## src/rsfm_pkg.sv

```systemverilog
package rsfm_pkg;

  localparam int MAX_SEGMENTS = 16;
  localparam int AW           = 32;
  localparam int SLOT_W       = $clog2(MAX_SEGMENTS);
  localparam int CNT_W        = $clog2(MAX_SEGMENTS + 1);

  localparam logic [1:0] OP_ADD    = 2'd0;
  localparam logic [1:0] OP_LOOKUP = 2'd1;
  localparam logic [1:0] OP_FLUSH  = 2'd2;

  localparam logic [1:0] REG_RECORD_START = 2'd0;
  localparam logic [1:0] REG_RECORD_STOP  = 2'd1;
  localparam logic [1:0] REG_FRAME_SIZE   = 2'd2;

  localparam logic [3:0] CMD_NONE      = 4'd0;
  localparam logic [3:0] CMD_LATCH     = 4'd1;
  localparam logic [3:0] CMD_FLUSH     = 4'd2;
  localparam logic [3:0] CMD_DIV_START = 4'd3;
  localparam logic [3:0] CMD_DIV_STORE = 4'd4;
  localparam logic [3:0] CMD_CALC      = 4'd5;
  localparam logic [3:0] CMD_READ      = 4'd6;
  localparam logic [3:0] CMD_DROP      = 4'd7;
  localparam logic [3:0] CMD_APPEND    = 4'd8;
  localparam logic [3:0] CMD_SKIP      = 4'd9;
  localparam logic [3:0] CMD_MUL       = 4'd10;
  localparam logic [3:0] CMD_FOLD      = 4'd11;
  localparam logic [3:0] CMD_RESULT    = 4'd12;

  localparam logic [1:0] DSEL_Q0 = 2'd0;
  localparam logic [1:0] DSEL_Q1 = 2'd1;
  localparam logic [1:0] DSEL_Q2 = 2'd2;
  localparam logic [1:0] DSEL_LK = 2'd3;

  typedef struct packed {
    logic [3:0] code;
    logic [1:0] div_sel;
  } cmd_t;

  typedef struct packed {
    logic div_done;
    logic cnt_zero;
    logic cnt_full;
    logic touch;
    logic idx_end;
    logic hit;
    logic out_busy;
  } status_t;

  typedef struct packed {
    logic [AW-1:0] start_addr;
    logic [AW-1:0] end_addr;
    logic [AW-1:0] offset;
    logic [AW-1:0] frame_count;
    logic [AW-1:0] frame_bytes;
  } entry_t;

  function automatic logic span_has(input logic [AW-1:0] s, input logic [AW-1:0] e,
                                    input logic [AW-1:0] a);
    if (s <= e) begin
      return (a >= s) && (a <= e);
    end
    return (a >= s) || (a <= e);
  endfunction

  function automatic logic spans_touch(input logic [AW-1:0] s1, input logic [AW-1:0] e1,
                                       input logic [AW-1:0] s2, input logic [AW-1:0] e2);
    return span_has(s1, e1, s2) || span_has(s1, e1, e2) ||
           span_has(s2, e2, s1) || span_has(s2, e2, e1);
  endfunction

endpackage

```

## src/rsfm_ctrl.sv

```systemverilog
module rsfm_ctrl (
  input  logic              clk,
  input  logic              rst_n,
  input  logic              in_valid,
  output logic              in_ready,
  input  logic [1:0]        in_opcode,
  input  rsfm_pkg::status_t status,
  output rsfm_pkg::cmd_t    cmd
);

  localparam logic [3:0] S_IDLE      = 4'd0;
  localparam logic [3:0] S_FLUSH     = 4'd1;
  localparam logic [3:0] S_DIV_GO    = 4'd2;
  localparam logic [3:0] S_DIV_WAIT  = 4'd3;
  localparam logic [3:0] S_CALC      = 4'd4;
  localparam logic [3:0] S_DROP_RD   = 4'd5;
  localparam logic [3:0] S_DROP_TEST = 4'd6;
  localparam logic [3:0] S_APPEND    = 4'd7;
  localparam logic [3:0] S_LK_RD     = 4'd8;
  localparam logic [3:0] S_LK_TEST   = 4'd9;
  localparam logic [3:0] S_LK_DIV    = 4'd10;
  localparam logic [3:0] S_LK_WAIT   = 4'd11;
  localparam logic [3:0] S_LK_FOLD   = 4'd12;
  localparam logic [3:0] S_RESULT    = 4'd13;

  logic [3:0] state_r, state_nxt;
  logic [1:0] dsel_r, dsel_nxt;

  always_ff @(posedge clk) begin
    if (!rst_n) begin
      state_r <= S_IDLE;
      dsel_r  <= rsfm_pkg::DSEL_Q0;
    end else begin
      state_r <= state_nxt;
      dsel_r  <= dsel_nxt;
    end
  end

  always_comb begin
    state_nxt   = state_r;
    dsel_nxt    = dsel_r;
    cmd.code    = rsfm_pkg::CMD_NONE;
    cmd.div_sel = dsel_r;
    in_ready    = 1'b0;
    unique case (state_r)
      S_IDLE: begin
        in_ready = 1'b1;
        if (in_valid) begin
          cmd.code = rsfm_pkg::CMD_LATCH;
          dsel_nxt = rsfm_pkg::DSEL_Q0;
          unique case (in_opcode)
            rsfm_pkg::OP_ADD:    state_nxt = S_DIV_GO;
            rsfm_pkg::OP_LOOKUP: state_nxt = S_LK_RD;
            rsfm_pkg::OP_FLUSH:  state_nxt = S_FLUSH;
            default:             state_nxt = S_RESULT;
          endcase
        end
      end
      S_FLUSH: begin
        cmd.code  = rsfm_pkg::CMD_FLUSH;
        state_nxt = S_RESULT;
      end
      S_DIV_GO: begin
        cmd.code  = rsfm_pkg::CMD_DIV_START;
        state_nxt = S_DIV_WAIT;
      end
      S_DIV_WAIT: begin
        if (status.div_done) begin
          cmd.code = rsfm_pkg::CMD_DIV_STORE;
          if (dsel_r == rsfm_pkg::DSEL_Q2) begin
            state_nxt = S_CALC;
          end else begin
            dsel_nxt  = dsel_r + 1'b1;
            state_nxt = S_DIV_GO;
          end
        end
      end
      S_CALC: begin
        cmd.code  = rsfm_pkg::CMD_CALC;
        state_nxt = S_DROP_RD;
      end
      S_DROP_RD: begin
        cmd.code  = rsfm_pkg::CMD_READ;
        state_nxt = S_DROP_TEST;
      end
      S_DROP_TEST: begin
        if (!status.cnt_zero && status.touch) begin
          cmd.code  = rsfm_pkg::CMD_DROP;
          state_nxt = S_DROP_RD;
        end else if (status.cnt_full) begin
          cmd.code  = rsfm_pkg::CMD_DROP;
          state_nxt = S_APPEND;
        end else begin
          state_nxt = S_APPEND;
        end
      end
      S_APPEND: begin
        cmd.code  = rsfm_pkg::CMD_APPEND;
        state_nxt = S_RESULT;
      end
      S_LK_RD: begin
        if (status.idx_end) begin
          state_nxt = S_RESULT;
        end else begin
          cmd.code  = rsfm_pkg::CMD_READ;
          state_nxt = S_LK_TEST;
        end
      end
      S_LK_TEST: begin
        if (status.hit) begin
          state_nxt = S_LK_DIV;
        end else begin
          cmd.code  = rsfm_pkg::CMD_SKIP;
          state_nxt = S_LK_RD;
        end
      end
      S_LK_DIV: begin
        cmd.code    = rsfm_pkg::CMD_DIV_START;
        cmd.div_sel = rsfm_pkg::DSEL_LK;
        state_nxt   = S_LK_WAIT;
      end
      S_LK_WAIT: begin
        cmd.div_sel = rsfm_pkg::DSEL_LK;
        if (status.div_done) begin
          cmd.code  = rsfm_pkg::CMD_MUL;
          state_nxt = S_LK_FOLD;
        end
      end
      S_LK_FOLD: begin
        cmd.code  = rsfm_pkg::CMD_FOLD;
        state_nxt = S_RESULT;
      end
      S_RESULT: begin
        if (!status.out_busy) begin
          cmd.code  = rsfm_pkg::CMD_RESULT;
          state_nxt = S_IDLE;
        end
      end
      default: state_nxt = S_IDLE;
    endcase
  end

endmodule

```

## config.mk

```make
export PLATFORM = sky130hd
export DESIGN_NAME = rsfm_ctrl
export DESIGN_NICKNAME = d
export VERILOG_FILES = /design/src/rsfm_pkg.sv /design/src/rsfm_ctrl.sv
export SDC_FILE = /design/constraint.sdc
export NUM_CORES = 1
export LEC_CHECK = 0
export CAP_MARGIN = 20
export CELL_PAD_IN_SITES_DETAIL_PLACEMENT = 0
export CELL_PAD_IN_SITES_GLOBAL_PLACEMENT = 1
export CORE_UTILIZATION = 42
export DETAILED_ROUTE_END_ITERATION = 10
export DONT_BUFFER_PORTS = 1
export PLACE_DENSITY_LB_ADDON = 0.1
export SYNTH_ARGS = -nofsm -noshare
export SYNTH_HDL_FRONTEND = slang
export SYNTH_SLANG_ARGS = --single-unit
```

## constraint.sdc

```tcl
create_clock -name clk -period 2.05 [get_ports clk]
set_clock_uncertainty 0.05 [all_clocks]
set_input_delay 0.615 -clock clk [delete_from_list [all_inputs] [get_ports clk]]
set_output_delay 0.615 -clock clk [all_outputs]
set_load 0.05 [all_outputs]
```

==> results of run 1 <==
layout make-up:
type | instances | area [µm²] | area share [%]
inverter | 7 | 28.8 | 2.54
clock buffer | 3 | 22.5 | 1.99
timing repair buffer | 35 | 307 | 27.1
tap | 16 | 20.0 | 1.77
multi-input combinational | 87 | 622 | 54.9
sequential | 6 | 133 | 11.7
synthesized netlist by cell type, types with 2 or more instances:
cell | count | share of area (%)
nor2_1 | 14 | 7.4
nand2_1 | 11 | 5.8
o21ai_0 | 10 | 7.0
a21oi_1 | 9 | 6.3
inv_1 | 7 | 3.7
dfxtp_1 | 6 | 17
nor2b_1 | 5 | 4.4
buf_2 | 4 | 2.8
or4_1 | 3 | 3.2
a21boi_1 | 2 | 2.1
a221o_1 | 2 | 2.8
a31oi_1 | 2 | 1.8
a32o_1 | 2 | 2.8
mux2i_1 | 2 | 2.8
nand3_1 | 2 | 1.4
nand3b_1 | 2 | 2.1
o22ai_1 | 2 | 1.8
per-stage QoR:
step | setup slack (ns) | utilization [%] | TNS, ns
3_3_place_gp | -0.0977 | 62.9 | -0.199
4_1_cts | -0.123 | 71.8 | -0.390
3_5_place_dp | -0.116 | 62.9 | -0.227
6_report | -0.136 | 73.5 | -0.394
5_1_grt | -0.180 | 73.5 | -0.636
2_1_floorplan | -0.0488 | - | -0.0920
per-layer routing:
layer  routed length [µm]  vias to the layer above  global-route usage, %
met3                  172                        0                   9.36
met4                    0                        0                   6.67
met2                 1190                       36                   42.1
li1                     -                      457                      -
met5                    0                        -                      0
met1                 1040                      429                   34.6
worst max-delay path, cell delays in order, from the launching register on:
cell and delay [ns]:
dfxtp_4 0.39, buf_6 0.12, nor2_2 0.04, a32o_1 0.24
or3_4 0.48
cells in the final DEF (no fill, tap or decap), types with 3 or more instances in the layout:
cell type,netlist,layout
nor2b_1,5,3
a21oi_2,0,3
inv_1,7,5
a21oi_1,9,6
o21ai_0,10,8
clkbuf_4,0,3
nand2_1,11,10
nor2_1,14,8
buf_6,1,5
dfxtp_4,0,3
buf_4,0,28
or4_1,3,3
nor2_2,0,5
report_power, final:
group,internal (mW),switching (mW),total [mW]
Sequential,0.169,0.104,0.273
Clock,0.0662,0.0417,0.108
Combinational,0.740,0.813,1.55
flip-flops by register name, summed over array words and instances (netlist names):
signal   count
state_r      4
dsel_r       2
kinds of logic (layout without fill, tap and decap cells):
kind of cell	after synthesis	after routing	share of synthesized area, %
fa+ha+maj	1	1	1.76
buf+inv	13	45	8.61
mux	2	2	2.81
flops	6	6	16.9
simple gates	45	45	32.2
compound gates	39	39	37.8
path summary, 6_finish.rpt:
kind                            from                      end  slack (ns)  cells past startpoint
max reg2reg  state_r[2]$_SDFFE_PN0P_  state_r[1]$_SDFFE_PN0P_        0.13                      7
max          state_r[2]$_SDFFE_PN0P_                   cmd[3]       -0.14                      4
min reg2reg   dsel_r[0]$_SDFFE_PN0P_   dsel_r[0]$_SDFFE_PN0P_        0.41                      2
min           dsel_r[0]$_SDFFE_PN0P_   dsel_r[0]$_SDFFE_PN0P_        0.41                      2
what timing repair did:
action / in CTS / in global routing
setup endpoints to repair: 7 / 6
resized for setup: 28 / 6
pin swaps: 10 / 3
setup buffers: 6 / 0
==> flow_summary.json, run 1 <==
{
  "outcome": "finished with violations",
  "failed_checks": "setup timing",
  "slew_margin_rel_pct": 74.7,
  "cts_max_level": 1,
  "top_level_ports": 19,
  "ys_seq_elements": 6,
  "synth-async-reset-ratio_pct": 0,
  "hp-class": "register to register",
  "detail_route.wirelength_um": 2400,
  "syn2layout_area_growth_pct": 59.1,
  "postCtsHoldBufs": 0,
  "timing.fmax_mhz": 457,
  "antenna_violations_before_repair": 0,
  "detailedRoute.firstIterationViolations": 44,
  "globalRouteTotalUtil_pct": 26.7,
  "count_of_synthesis_stage_warnings_from_yosys": 0,
  "worst_slew_pin_slew_ns": 0.375,
  "avgViaCountPerCell": 5.99,
  "gp_routability_congestion": 0.847,
  "ctsLongestPathBuffers": 2,
  "synth_edf_count": 0,
  "numPortBuffers": 0,
  "floorplan.die_area_um2": 1860,
  "grt_first_pass_wirelength_um": 3700,
  "fillCellCount": 134,
  "die_x_um": 43.2,
  "drtPass1Iterations": 4,
  "max_cap_viol_count": 0,
  "core_um2": 1540,
  "leakage_nw": 0.488,
  "critical_path.startpoint_type": "register",
  "initial_core_util_pct": 46.2,
  "cts_tree": "done",
  "clk_pin_slew_worst_paths_ns": 0.05,
  "worstSkewPairLatency_ns": 0.24,
  "critPathRequiredTime_ns": 1.38,
  "placed_cells_incl_taps": 145,
  "crit_path_end_kind": "output port",
  "ys_dominant_reg_cell": "dfxtp_1",
  "slew_viol_final": 0,
  "wl_per_cell_um": 15.6,
  "hpwl_reported_at_the_end_of_detailed_placement_um": 1720,
  "power_per_unit_of_standard_cell_area_nw_per_um2": 1710,
  "share_of_final_layout_standard_cells_stronger_than_drive_strength_1_pct": 47.8,
  "grt_remaining_overflow": 0,
  "final.hold.worst_slack_ns": 0.412,
  "diodes": 0,
  "finalInstanceArea_um2": 1130,
  "final_cells": 154,
  "core.rowCount": 14,
  "netlist_instances": 106,
  "detail-route-antenna-nets": 0,
  "proportion_of_synthesized_chip_area_in_sequential_cells_pct": 16.9,
  "final.min_clock_period_ns": 2.19,
  "drc": 0,
  "mean_syn_cell_area_um2": 6.72,
  "post-route-worst-setup-slack_ns": -0.136,
  "synthesis.nets": 119,
  "clock_tree.root_cell": "clkbuf_4",
  "crit_arrival_ns": 1.52,
  "ys_types": 38,
  "power_mw": 1.93,
  "clock_sink_count": 6,
  "post_synth_instance_area_um2": 712,
  "period_share_pct": 107,
  "crit_fanout": 6,
  "design.final.nets": 153,
  "final_hold_viol_count": 0,
  "grt_pass1_vias": 867,
  "grt_max_degree": 15,
  "die_h_um": 43.2,
  "rsz0062_at_grt": "true",
  "vias": 922,
  "vdd_ir_drop_max_mv": 0.860,
  "cts_made_buffers": 3,
  "placed_cell_area_um2": 970,
  "setup_viol": 5,
  "timing_worst_setup_path_type": "register to output port"
}
Note: power is estimated with default switching activity, not from simulation.
==> run 2: changes to the inputs <==
Settings changed: REMOVE_ABC_BUFFERS set to 1.
==> flow_summary.json, run 2 (synthesis results as in run 1) <==
{
  "outcome": "finished with violations",
  "failed_checks": "setup timing",
  "initial_core_util_pct": 46.2,
  "critPathRequiredTime_ns": 1.38,
  "worst_slew_pin_slew_ns": 0.372,
  "slew_margin_rel_pct": 74.9,
  "largest_registers": "state_r: 4 flops, dsel_r: 2 flops",
  "final_common_cell": "buf_4",
  "r2r_end": "state_r[2]$_SDFFE_PN0P_",
  "fillCellCount": 127,
  "antenna_violations_before_repair": 0,
  "die_h_um": 43.2,
  "worstSkewPairLatency_ns": 0.25,
  "period_share_pct": 109,
  "cell_count_along_the_critical_path": 5,
  "gp_routability_congestion": 0.868,
  "final.hold.worst_slack_ns": 0.422,
  "grt_first_pass_wirelength_um": 3750,
  "timing.critical_path.cells": "inv_2 -> nor2_1 -> a32o_1 -> or3_1 -> buf_6",
  "core.rowCount": 14,
  "launch_instance_of_the_worst_register_to_register_path": "state_r[2]$_SDFFE_PN0P_",
  "vias": 928,
  "rsz0062_at_grt": "true",
  "drtPass1Iterations": 4,
  "worst_setup_path_startpoint": "state_r[1]$_SDFFE_PN0P_",
  "clk_pin_slew_worst_paths_ns": 0.05,
  "p_int_mw": 1.00,
  "grt_remaining_overflow": 0,
  "switching_power_mw": 0.936,
  "leakage_nw": 0.484,
  "avgViaCountPerCell": 6.03,
  "drc": 0,
  "cp.buffers_inverters": 2,
  "post-route-worst-setup-slack_ns": -0.185,
  "clock_tree.root_cell": "clkbuf_4",
  "largest_register": "state_r",
  "timing_worst_setup_path_type": "register to output port",
  "setup_viol": 5,
  "cts_made_buffers": 3,
  "slowest_delay_ns": 0.38,
  "hp-class": "register to register",
  "switching_share_pct": 48.2,
  "postCtsHoldBufs": 0,
  "clock_sink_count": 6,
  "floorplan.die_area_um2": 1860,
  "placed_cell_area_um2": 937,
  "ctsLongestPathBuffers": 2,
  "core_um2": 1540,
  "clkPwrFrac_pct": 5.9,
  "top_level_ports": 19,
  "share_of_final_layout_standard_cells_stronger_than_drive_strength_1_pct": 40.6,
  "die_x_um": 43.2,
  "wl_per_cell_um": 14.7,
  "detail-route-antenna-nets": 0,
  "dp_worst_setup_slack_ns": -0.211,
  "cts_tree": "done",
  "crit_fanout": 6,
  "endpoint": "cmd[3]",
  "numPortBuffers": 0,
  "diodes": 0,
  "power_per_unit_of_standard_cell_area_nw_per_um2": 1740,
  "crit_arrival_ns": 1.57,
  "critical_path.startpoint_type": "register",
  "setup_total_negative_slack_ns": -0.615,
  "power.sequential.fraction_pct": 12.1,
  "hpwl_reported_at_the_end_of_detailed_placement_um": 1630,
  "crit_path_top_delay_cell": "or3_1",
  "vdd_ir_drop_max_mv": 1.14,
  "critical-path-top-delay-family": "simple AND/OR/NAND/NOR gates",
  "reg2reg_slack_ns": 0.15,
  "comb_pwr_share_pct": 81.9,
  "crit_path_end_kind": "output port",
  "slew_viol_final": 0,
  "timing.fmax_mhz": 447,
  "grt_max_degree": 15,
  "detail_route.wirelength_um": 2270,
  "cts_max_level": 1,
  "grt_pass1_vias": 847,
  "finalInstanceArea_um2": 1110,
  "detailedRoute.firstIterationViolations": 30,
  "final_hold_viol_count": 0,
  "max_cap_viol_count": 0,
  "syn2layout_area_growth_pct": 56.4,
  "r2r.worst_path.cells": 7,
  "hold_path.startpoint": "dsel_r[1]$_SDFFE_PN0P_",
  "final.min_clock_period_ns": 2.23,
  "layout_common_cells": "23 x buf_4, 12 x nor2_1, 9 x nand2_1, 9 x buf_6, 8 x o21ai_0",
  "globalRouteTotalUtil_pct": 26.9,
  "design.final.nets": 153,
  "largest_register_ffs": 4
}
-- run 2: changes by cell type in the layout (fill, tap and decap cells not counted), moves of 4 or more --
| cell | previous run | this run |
|---|---|---|
| buf_6 | 5 | 9 |
| nor2_1 | 8 | 12 |
| nor2_2 | 5 | 1 |
| buf_4 | 28 | 23 |
-- run 2: worst min path at each step --
stage,to,slack (ns),depth (start not counted)
after floorplan,dsel_r[0]$_SDFFE_PN0P_,0.39,2
final,dsel_r[1]$_SDFFE_PN0P_,0.42,2
after CTS,state_r[3]$_SDFFE_PN0P_,0.42,1
after global placement,dsel_r[0]$_SDFFE_PN0P_,0.41,2
after global routing,state_r[3]$_SDFFE_PN0P_,0.41,1
after detailed placement,dsel_r[0]$_SDFFE_PN0P_,0.42,2
-- run 2: cell type report --
class,count,area (µm²),area share [%]
inverter,7,28.8,2.58
timing repair buffer,35,334,30.0
tap,16,20.0,1.80
sequential,6,131,11.8
clock buffer,3,22.5,2.02
multi-input combinational,87,577,51.8
-- run 2: repair_timing --
action / CTS / global route
hold endpoints to repair: 0 / 0
resized for setup: 23 / 10
setup endpoints to repair: 7 / 7
buffers inserted: 7 / 1
pin swaps: 7 / 5
cloned: 0 / 0
-- run 2: worst reg2reg max path: cells and delay by family (launching register included) --
family	cells	cell delay, ns
AO/OA/AOI/OAI	3	0.57
buffers and inverters	2	0.26
flip-flops	1	0.37
AND/OR/NAND/NOR	2	0.54
-- run 2: power by group through the flow --
stage / clock network [mW] / registers, mW / logic [mW]
after floorplan: 0 / 0.259 / 0.740
after global placement: 0 / 0.217 / 1.31
after detailed placement: 0 / 0.217 / 1.31
after CTS: 0.119 / 0.228 / 1.51
after global routing: 0.126 / 0.243 / 1.69
final: 0.115 / 0.235 / 1.59
-- run 2: through the flow --
step / util (%) / instances / power (mW)
floorplan: - / 100 / 1.00
global placement: 60.8 / 143 / 1.52
detailed placement: 60.8 / 143 / 1.53
CTS: 69.9 / 153 / 1.85
global route: 72.2 / 154 / 2.06
finish: 72.2 / 154 / 1.94
-- run 2: per-layer routing --
metal	vias up	track usage [%]	wire, µm	share of wire, %
li1	454	-	-	-
met1	430	34.7	993	44
met2	44	40.9	1080	47
met3	0	9.79	199	8.8
met4	0	9.70	0	0
met5	-	0	0	0
